## config.mk

```make
export PLATFORM = sky130hd
export DESIGN_NAME = bounded_deque_with_search_core
export DESIGN_NICKNAME = d
export VERILOG_FILES = /design/src/hdl/dbdq_pkg.sv /design/src/hdl/dbdq_mem.sv /design/src/hdl/dbdq_seq.sv /design/src/hdl/bounded_deque_with_search_core.sv
export SDC_FILE = /design/constraint.sdc
export NUM_CORES = 1
export LEC_CHECK = 0
export BUFFER_PORTS_ARGS = -buffer_cell sky130_fd_sc_hd__buf_2
export CORE_MARGIN = 5
export CORE_UTILIZATION = 60
export CTS_CLUSTER_DIAMETER = 80
export CTS_CLUSTER_SIZE = 25
export DETAILED_ROUTE_END_ITERATION = 10
export PLACE_DENSITY = 0.83
export SLEW_MARGIN = 20
export SYNTH_ARGS = -nofsm -noshare
export SYNTH_HDL_FRONTEND = slang
export SYNTH_HIERARCHICAL = 1
export SYNTH_SLANG_ARGS = --single-unit
```

## constraint.sdc

```tcl
create_clock -name clk -period 14.2 [get_ports clk]
set_input_delay 2.13 -clock clk [delete_from_list [all_inputs] [get_ports clk]]
set_output_delay 2.13 -clock clk [all_outputs]
set_load 0.1 [all_outputs]
```

## src/hdl/dbdq_pkg.sv

```systemverilog
package dbdq_pkg;

    // default ring depth
    localparam int DEPTH_DEF = 16;

    // operation requested by an input word
    typedef enum logic [2:0] {
        KIND_PUSH_FRONT = 3'd0,
        KIND_PUSH_BACK  = 3'd1,
        KIND_DROP_FRONT = 3'd2,
        KIND_DROP_BACK  = 3'd3,
        KIND_FIND       = 3'd4
    } kind_t;

    // outcome reported with each result word
    typedef enum logic [1:0] {
        STAT_DONE     = 2'd0,
        STAT_FULL     = 2'd1,
        STAT_EMPTY    = 2'd2,
        STAT_NOTFOUND = 2'd3
    } status_t;

endpackage

```

## src/hdl/dbdq_mem.sv

```systemverilog
module dbdq_mem #(
    parameter int DEPTH = 16,
    parameter int AW    = 4
) (
    input  logic          clk,
    input  logic          wr_en,
    input  logic [AW-1:0] wr_addr,
    input  logic [31:0]   wr_data,
    input  logic [AW-1:0] rd_addr,
    output logic [31:0]   rd_data
);

    logic [31:0] mem_reg [DEPTH];
    logic [31:0] rd_data_reg;

    // single write port
    always_ff @(posedge clk)
    begin
        if (wr_en)
        begin
            mem_reg[wr_addr] <= wr_data;
        end
    end

    // registered read port
    always_ff @(posedge clk)
    begin
        rd_data_reg <= mem_reg[rd_addr];
    end

    assign rd_data = rd_data_reg;

endmodule

```

## src/hdl/dbdq_seq.sv

```systemverilog
module dbdq_seq #(
    parameter int DEPTH = 16,
    parameter int AW    = 4,
    parameter int CNT_W = 5
) (
    input  logic                clk,
    input  logic                rst_n,
    // input side
    input  logic                in_valid,
    output logic                in_ready,
    input  dbdq_pkg::kind_t     in_kind,
    input  logic [31:0]         in_value,
    // result side
    output logic                res_valid,
    input  logic                res_take,
    output dbdq_pkg::status_t   res_status,
    output logic [CNT_W-1:0]    res_position,
    output logic [CNT_W-1:0]    res_occupancy,
    // storage ports
    output logic                wr_en,
    output logic [AW-1:0]       wr_addr,
    output logic [31:0]         wr_data,
    output logic [AW-1:0]       rd_addr,
    input  logic [31:0]         rd_data
);

    import dbdq_pkg::*;

    localparam int SW = CNT_W + 1;

    typedef enum logic [2:0] {
        ST_IDLE = 3'b001,
        ST_SCAN = 3'b010,
        ST_HOLD = 3'b100
    } seq_state_t;

    seq_state_t       state_reg, state_next;
    logic [AW-1:0]    front_reg, front_next;
    logic [CNT_W-1:0] fill_reg, fill_next;
    logic [AW-1:0]    slot_reg, slot_next;
    logic [CNT_W-1:0] cnt_reg, cnt_next;
    logic [31:0]      key_reg, key_next;
    status_t          status_reg, status_next;
    logic [CNT_W-1:0] pos_reg, pos_next;

    logic             accept;
    logic             is_full;
    logic             is_empty;
    logic [AW-1:0]    front_dec;
    logic [AW-1:0]    front_inc;
    logic [AW-1:0]    slot_inc;
    logic [SW-1:0]    back_sum;
    logic [AW-1:0]    back_slot;
    logic             hit;

    assign in_ready = (state_reg == ST_IDLE);
    assign accept   = in_valid && in_ready;
    assign is_full  = (fill_reg == CNT_W'(DEPTH));
    assign is_empty = (fill_reg == '0);

    // ring pointer arithmetic
    assign front_dec = (front_reg == '0) ? AW'(DEPTH - 1) : front_reg - 1'b1;
    assign front_inc = (front_reg == AW'(DEPTH - 1)) ? '0 : front_reg + 1'b1;
    assign slot_inc  = (slot_reg == AW'(DEPTH - 1)) ? '0 : slot_reg + 1'b1;
    assign back_sum  = SW'(front_reg) + SW'(fill_reg);
    assign back_slot = (back_sum >= SW'(DEPTH)) ? AW'(back_sum - SW'(DEPTH))
                                                : AW'(back_sum);

    // shared compare unit
    assign hit = (rd_data == key_reg);

    // read address runs one entry ahead of the compare
    assign rd_addr = (state_reg == ST_IDLE) ? front_reg : slot_inc;

    // sequencer
    always_comb
    begin
        state_next  = state_reg;
        front_next  = front_reg;
        fill_next   = fill_reg;
        slot_next   = slot_reg;
        cnt_next    = cnt_reg;
        key_next    = key_reg;
        status_next = status_reg;
        pos_next    = pos_reg;
        wr_en       = 1'b0;
        wr_addr     = back_slot;
        wr_data     = in_value;

        case (state_reg)
            ST_IDLE:
            begin
                if (accept)
                begin
                    status_next = STAT_DONE;
                    pos_next    = '0;
                    state_next  = ST_HOLD;
                    case (in_kind)
                        KIND_PUSH_FRONT:
                        begin
                            if (is_full)
                            begin
                                status_next = STAT_FULL;
                            end
                            else
                            begin
                                wr_en      = 1'b1;
                                wr_addr    = front_dec;
                                front_next = front_dec;
                                fill_next  = fill_reg + 1'b1;
                            end
                        end
                        KIND_PUSH_BACK:
                        begin
                            if (is_full)
                            begin
                                status_next = STAT_FULL;
                            end
                            else
                            begin
                                wr_en     = 1'b1;
                                wr_addr   = back_slot;
                                fill_next = fill_reg + 1'b1;
                            end
                        end
                        KIND_DROP_FRONT:
                        begin
                            if (is_empty)
                            begin
                                status_next = STAT_EMPTY;
                            end
                            else
                            begin
                                front_next = front_inc;
                                fill_next  = fill_reg - 1'b1;
                            end
                        end
                        KIND_DROP_BACK:
                        begin
                            if (is_empty)
                            begin
                                status_next = STAT_EMPTY;
                            end
                            else
                            begin
                                fill_next = fill_reg - 1'b1;
                            end
                        end
                        KIND_FIND:
                        begin
                            key_next  = in_value;
                            slot_next = front_reg;
                            cnt_next  = '0;
                            if (is_empty)
                            begin
                                status_next = STAT_NOTFOUND;
                            end
                            else
                            begin
                                state_next = ST_SCAN;
                            end
                        end
                        default:
                        begin
                            status_next = STAT_DONE;
                        end
                    endcase
                end
            end
            ST_SCAN:
            begin
                if (hit)
                begin
                    status_next = STAT_DONE;
                    pos_next    = cnt_reg + 1'b1;
                    state_next  = ST_HOLD;
                end
                else if (cnt_reg + 1'b1 == fill_reg)
                begin
                    status_next = STAT_NOTFOUND;
                    state_next  = ST_HOLD;
                end
                else
                begin
                    slot_next = slot_inc;
                    cnt_next  = cnt_reg + 1'b1;
                end
            end
            ST_HOLD:
            begin
                if (res_take)
                begin
                    state_next = ST_IDLE;
                end
            end
            default:
            begin
                state_next = ST_IDLE;
            end
        endcase
    end

    // control state
    always_ff @(posedge clk or negedge rst_n)
    begin
        if (!rst_n)
        begin
            state_reg <= ST_IDLE;
            front_reg <= '0;
            fill_reg  <= '0;
        end
        else
        begin
            state_reg <= state_next;
            front_reg <= front_next;
            fill_reg  <= fill_next;
        end
    end

    // scan and result payload
    always_ff @(posedge clk)
    begin
        slot_reg   <= slot_next;
        cnt_reg    <= cnt_next;
        key_reg    <= key_next;
        status_reg <= status_next;
        pos_reg    <= pos_next;
    end

    assign res_valid     = (state_reg == ST_HOLD);
    assign res_status    = status_reg;
    assign res_position  = pos_reg;
    assign res_occupancy = fill_reg;

endmodule

```

## src/hdl/bounded_deque_with_search_core.sv

```systemverilog
// an accepted word yields a result in the sequencer hold state, which the
// output register then takes; a find first scans from the front entry until
// a hit or the last entry; a new word is taken once the last result is handed
// on; the scan reads and compares one entry per cycle via the single ram read port
// reset: rst_n clears the queue to empty with the front at slot 0, no result pending
module bounded_deque_with_search_core #(
    parameter int   DEPTH = dbdq_pkg::DEPTH_DEF,
    localparam int  AW    = $clog2(DEPTH),
    localparam int  CNT_W = $clog2(DEPTH + 1),
    localparam int  OUT_W = ((2 * CNT_W + 7) / 8) * 8
) (
    input  logic               clk,
    input  logic               rst_n,
    input  logic               s_tvalid,
    output logic               s_tready,
    input  logic [31:0]        s_tdata,   // value
    input  dbdq_pkg::kind_t    s_tuser,   // kind
    output logic               m_tvalid,
    input  logic               m_tready,
    output logic [OUT_W-1:0]   m_tdata,   // position, occupancy, zero pad
    output dbdq_pkg::status_t  m_tuser    // status
);

    import dbdq_pkg::*;

    logic             res_valid;
    logic             res_take;
    status_t          res_status;
    logic [CNT_W-1:0] res_position;
    logic [CNT_W-1:0] res_occupancy;
    logic             wr_en;
    logic [AW-1:0]    wr_addr;
    logic [31:0]      wr_data;
    logic [AW-1:0]    rd_addr;
    logic [31:0]      rd_data;

    logic             m_tvalid_reg;
    status_t          status_reg;
    logic [CNT_W-1:0] pos_reg;
    logic [CNT_W-1:0] occ_reg;

    // operation sequencer and compare unit
    dbdq_seq #(
        .DEPTH (DEPTH),
        .AW    (AW),
        .CNT_W (CNT_W)
    ) u_seq (
        .clk           (clk),
        .rst_n         (rst_n),
        .in_valid      (s_tvalid),
        .in_ready      (s_tready),
        .in_kind       (s_tuser),
        .in_value      (s_tdata),
        .res_valid     (res_valid),
        .res_take      (res_take),
        .res_status    (res_status),
        .res_position  (res_position),
        .res_occupancy (res_occupancy),
        .wr_en         (wr_en),
        .wr_addr       (wr_addr),
        .wr_data       (wr_data),
        .rd_addr       (rd_addr),
        .rd_data       (rd_data)
    );

    // ring storage
    dbdq_mem #(
        .DEPTH (DEPTH),
        .AW    (AW)
    ) u_mem (
        .clk     (clk),
        .wr_en   (wr_en),
        .wr_addr (wr_addr),
        .wr_data (wr_data),
        .rd_addr (rd_addr),
        .rd_data (rd_data)
    );

    // output register takes a result when empty or being drained
    assign res_take = res_valid && (!m_tvalid_reg || m_tready);

    always_ff @(posedge clk or negedge rst_n)
    begin
        if (!rst_n)
        begin
            m_tvalid_reg <= 1'b0;
        end
        else if (res_take)
        begin
            m_tvalid_reg <= 1'b1;
        end
        else if (m_tready)
        begin
            m_tvalid_reg <= 1'b0;
        end
    end

    always_ff @(posedge clk)
    begin
        if (res_take)
        begin
            status_reg <= res_status;
            pos_reg    <= res_position;
            occ_reg    <= res_occupancy;
        end
    end

    assign m_tvalid = m_tvalid_reg;
    assign m_tuser  = status_reg;
    assign m_tdata  = OUT_W'({occ_reg, pos_reg});

endmodule
```

# Word level (Yosys, flattened, before mapping)
# Memory sizes are Yosys's and may differ from the RTL's. A register that Yosys moved wholly into a read port is not among the register bits.
# Cells that the tools add are included.
# word_totals
register_bits	73
ramBits	512
in_bits	39
output_inout_bits	20
wordCells	116
mem_count	1
# mem_list
name	depth	word_bits	rd	rd_clocked_by_memory_dff	wr	line_no	text
u_mem.mem_reg	16	32	1	1	1	dbdq_mem.sv:13	logic [31:0] mem_reg [DEPTH];
# classes
addsub	8
n_lt_le_gt_ge	1
n_eq_ne	23
muxes	51
reduce_logical	20
# op_table
operator	count
$mux W4	15
$mux W5	8
$eq A32 B32 Y1	1
$pmux W5 S2	3
$mux W3	6
$ne A2 B2 Y1 const B	8
$pmux W4 S2	2
$reduce_and A5 Y1	3
$reduce_and A3 Y1	4
$add A5 B1 Y5 const B	2
$mux W2	5
$eq A3 B2 Y1 const B	3
$mux W1	9
$pmux W3 S3	1
$add A4 B1 Y4 const B	2
$eq A4 B4 Y1 const B	2
$reduce_bool A2 Y1	4
$sub A4 B1 Y4 const B	2
$add A4 B5 Y6	1
$eq A3 B1 Y1 const B	2
$eq A3 B3 Y1 const B	2
$ge A6 B5 Y1 const B	1
$pmux W2 S3	1
$eq A5 B5 Y1	1
other kinds (12)	15

# Logic depth before layout (Yosys ltp)
# depth
depth_word	7
ltp_mapped	10
depth_no_buf	8

# Cells and area by module
# The synthesis kept the hierarchy.
# modules_own_cells
mod	instances	cells_per_inst	area_per_inst_um2	seq_area_each_um2
dbdq_mem	1	838	19835.3	16015.4
dbdq_seq	1	285	3442.1	1742.9
bounded_deque_with_search_core	1	23	452.9	385.4

# Least setup slack after synthesis
# Ideal clock, no wire load.
# synth_timing
kind	input to register
startpoint	input s_tvalid
endpoint	memory u_mem.mem_reg[0][0], enable pin
arrival_time_ns	5.862
required_time_ns	13.739
slack_ns	7.877
stages	7
n_path_buf	1
path_cell_list	nand4bb_4 a2111oi_2 and2b_1 buf_6 a21oi_1 or3b_2 nor3_1
# synth_between
elab_chain_len	5
elab_cells_between_ends	7
classes_between	6 x mux; 1 x reduce/logical
# synth_lines
element	line_no	text
start: declaration	bounded_deque_with_search_core.sv:14	input logic s_tvalid,
$logic_and A1 B1 Y1	dbdq_seq.sv:57	assign accept = in_valid && in_ready;
$mux W1	dbdq_seq.sv:93	if (accept)
$mux W1	dbdq_seq.sv:90	case (state_reg)
named net wr_en	bounded_deque_with_search_core.sv:31	logic wr_en;
$mux W1	dbdq_mem.sv:19	if (wr_en)
$mux W1 (implied by the code)	dbdq_mem.sv:21	mem_reg[wr_addr] <= wr_data;
end: declaration	dbdq_mem.sv:13	
# The timed path passes the listed nets, and every way through them passes these cells.

# Final worst setup path
# layout_timing
startpoint	input s_tvalid
endpoint	memory u_mem.mem_reg[2][23], enable pin
# Same word-level chain as after synthesis.

==> run_results.csv <==
group,metric,value,unit
detailed_routing,drt_iter0_markers,1181,
clocking,clkSinkCount,617,
detailed_routing,ant_nets,0,
run_status,status,"finished, final reports clean",
worst_setup_path,worstPathRequired,14.50,ns
detailed_routing,firstDrtPassIters,5,
logic_synthesis,synthFlopType,"edfxtp_1",
sta,timing.hold.ws,0.425,ns
worst_setup_path,path_class,"primary input to flop",
clocking,hold_buffers,0,
clocking,insertion_delay,0.60,ns
grt,antenna_found_initial,0,
logic_synthesis,syn-cell-area,0.0237,sq mm
worst_hold_path,hold_end,"pos_reg[0]",
logic_synthesis,yosys_register_bits,617,
logic_synthesis,ys_seq_area_frac,0.765,
placed_design,routabilityCongestion,0.811,
worst_setup_path,cp-start-kind,"primary input",
sta,rsz0062_at_grt,"no",
sta,skew,0.0279,ns
sta,maxSlewViolCount,0,
clocking,clockRootBuffer,"clkbuf_16",
grt,grt_start_max_net_pins,84,
worst_hold_path,hold_depth,0,
logic_synthesis,synth-warning-count,6,
worst_setup_path,critPathMaxFanout,18,
logic_synthesis,syn_area_per_cell,20.7,sq um
logic_synthesis,synth.top_cell.area_share,0.724,
finish,area_delta_synth_final,7.62,%
job,drv_cap,0,
detailed_routing,wl_per_cell,26.8,um
grt,grtUsageTotal,0.204,
clocking,cts.clk_slew.worst_paths,0.09,ns
sta,fin_ws,8.75,ns
placed_design,pre_cts_ws,8.27,ns
sta,max_freq,184,MHz
detailed_routing,dr_total_vias,10900,
worst_setup_path,crit_arrival,5.75,ns
finish,largest_reg_flops,512,
clocking,cts_max_path_buffers,3,
grt,gr-total-overflow,0,
logic_synthesis,synth_top_area_cell,"edfxtp_1",
finish,final_cell_mix,"edfxtp_1, mux4_2, a22oi_1",
placed_design,io_buffers,52,
placed_design,dpl.hpwl,25200,um
worst_setup_path,crit_path_end_kind,"flop",
finish,antennaDiodeCount,0,
logic_synthesis,synthArstFlopShare,0.0211,
worst_setup_path,r2r_cells,7,
worst_setup_path,rrSetupSlack,9.84,ns
finish,fin_nets,1220,
floorplan,ioPinCount,59,
floorplan,rows,72,
detailed_routing,vias_per_cell,6.36,
worst_setup_path,startpoint,"s_tvalid",
power_and_ir_drop,p_per_area,181,mW/mm^2
sta,period_minus_slack,5.45,ns
clocking,htree_levels,1,
finish,drive_gt1_frac,0.232,
detailed_routing,drt-total-wl,45800,um
clocking,cts_buffers,29,
sta,setup_violations,0,
finish,final_common_cell,"edfxtp_1",
sta,post-route-period-util,0.384,
floorplan,coreArea,0.0389,sq mm
power_and_ir_drop,peakVddDrop,0.115,mV
sta,timing.setup.tns,0,ns
floorplan,dieArea,0.0436,sq mm
logic_synthesis,syn_inst,1146,
logic_synthesis,ys_types,54,
worst_hold_path,worstHoldStart,"u_seq/res_position[0]",
logic_synthesis,synth_area_leaders,"edfxtp_1, mux4_2, dfxtp_1",
worst_setup_path,worstPathCellList,"buf_2, nand4bb_4, a2111oi_2, and2b_1, mux2i_1, nand2b_1, nor2_4, buf_16",
finish,fin_util,0.656,
floorplan,die_h,209,um
worst_setup_path,cpPeakStageDelay,0.78,ns
floorplan,die_w,209,um
sta,worst_pin_slew,1.03,ns
clocking,cts_tree,"built",
detailed_routing,drc,0,
worst_setup_path,r2r_start,"u_seq/res_occupancy[0]",
worst_setup_path,critPathSlowestCell,"a2111oi_2",
clocking,cts_resized,0,
grt,grt_pass1_wl,67800,um
power_and_ir_drop,leakage,8.07,nW
clocking,cts_setup_buffers,0,
logic_synthesis,synth_edf_count,572,
sta,hold_viol,0,
grt,grt_pass1_vias,11000,
floorplan,initial_core_util,0.610,
sta,max_slew_margin,0.311,
worst_hold_path,hold_path_class,"flop to flop",
worst_setup_path,timing.rr.end,"u_mem/mem_reg[2][23]",
layout make-up:
| class | count | area (sq um) |
|---|---|---|
| Tap cell | 518 | 648 |
| Fill cell | 2394 | 13400 |
| Sequential cell | 617 | 18100 |
| Timing Repair Buffer | 74 | 651 |
| Inverter | 7 | 26.3 |
| Clock buffer | 48 | 797 |
| Multi-Input combinational cell | 440 | 5220 |
| Clock inverter | 6 | 48.8 |
stage by stage:
| stage | total power, W | instances | cell area, sq um |
|---|---|---|---|
| 6_report | 0.00463 | 1710 | 25500 |
| 4_1_cts | 0.00462 | 1700 | 25300 |
| 3_5_place_dp | 0.00371 | 1646 | 24400 |
| 3_3_place_gp | 0.00366 | 1644 | 24400 |
| 2_1_floorplan | 0.00336 | 1151 | 23700 |
| 5_1_grt | 0.00485 | 1710 | 25500 |
routing by layer:
layer,part of all wire,routed length [um],GRT usage
met5,0,0,0
met1,0.39,18000,0.291
met4,0.026,1170,0.0549
met3,0.074,3390,0.0279
met2,0.51,23300,0.340
report_power, final:
part           internal, W  switching (W)
Clock             0.000393       0.000524
Combinational     0.000636       0.000863
Sequential         0.00213      0.0000827
Total              0.00316        0.00147
how the worst max path moves through the flow:
stage	to	slack [ns]	depth (start not counted)
2_1_floorplan	u_mem/mem_reg[0][0]	7.88	7
3_3_place_gp	u_mem/mem_reg[7][17]	8.42	7
3_5_place_dp	u_mem/mem_reg[3][22]	8.27	7
4_1_cts	u_mem/mem_reg[3][26]	8.86	7
5_1_grt	u_mem/mem_reg[2][23]	8.69	8
6_report	u_mem/mem_reg[2][23]	8.75	8
logic make-up after synthesis:
| family | count (synthesis) | share of synthesized area |
|---|---|---|
| fa+ha+maj | 12 | 0.00696 |
| mux | 137 | 0.126 |
| compound gates | 106 | 0.0318 |
| simple gates | 124 | 0.0271 |
| flops | 617 | 0.765 |
| xor+xnor | 55 | 0.0203 |
| other cells | 1 | 0.000158 |
| buf+inv | 94 | 0.0233 |
cells in the mapped netlist, drive strengths merged (7+ instances only):
cell	n
a21oi	8
a22oi	64
buf	66
clkbuf	21
dfrtp	12
dfxtp	32
edfxtp	572
ha	10
inv	7
mux4	128
nand2	46
nand4	8
nor2	26
o21ai	15
xnor2	46
xor2	9
worst max-delay path: cells and delay by family:
family | cells | cell delay, ns
muxes | 1 | 0.73
and+or+nand+nor | 4 | 1.71
AOI/OAI and AO/OA | 1 | 0.78
buffers and inverters | 2 | 0.38
Power figures use the tool's default switching activity.
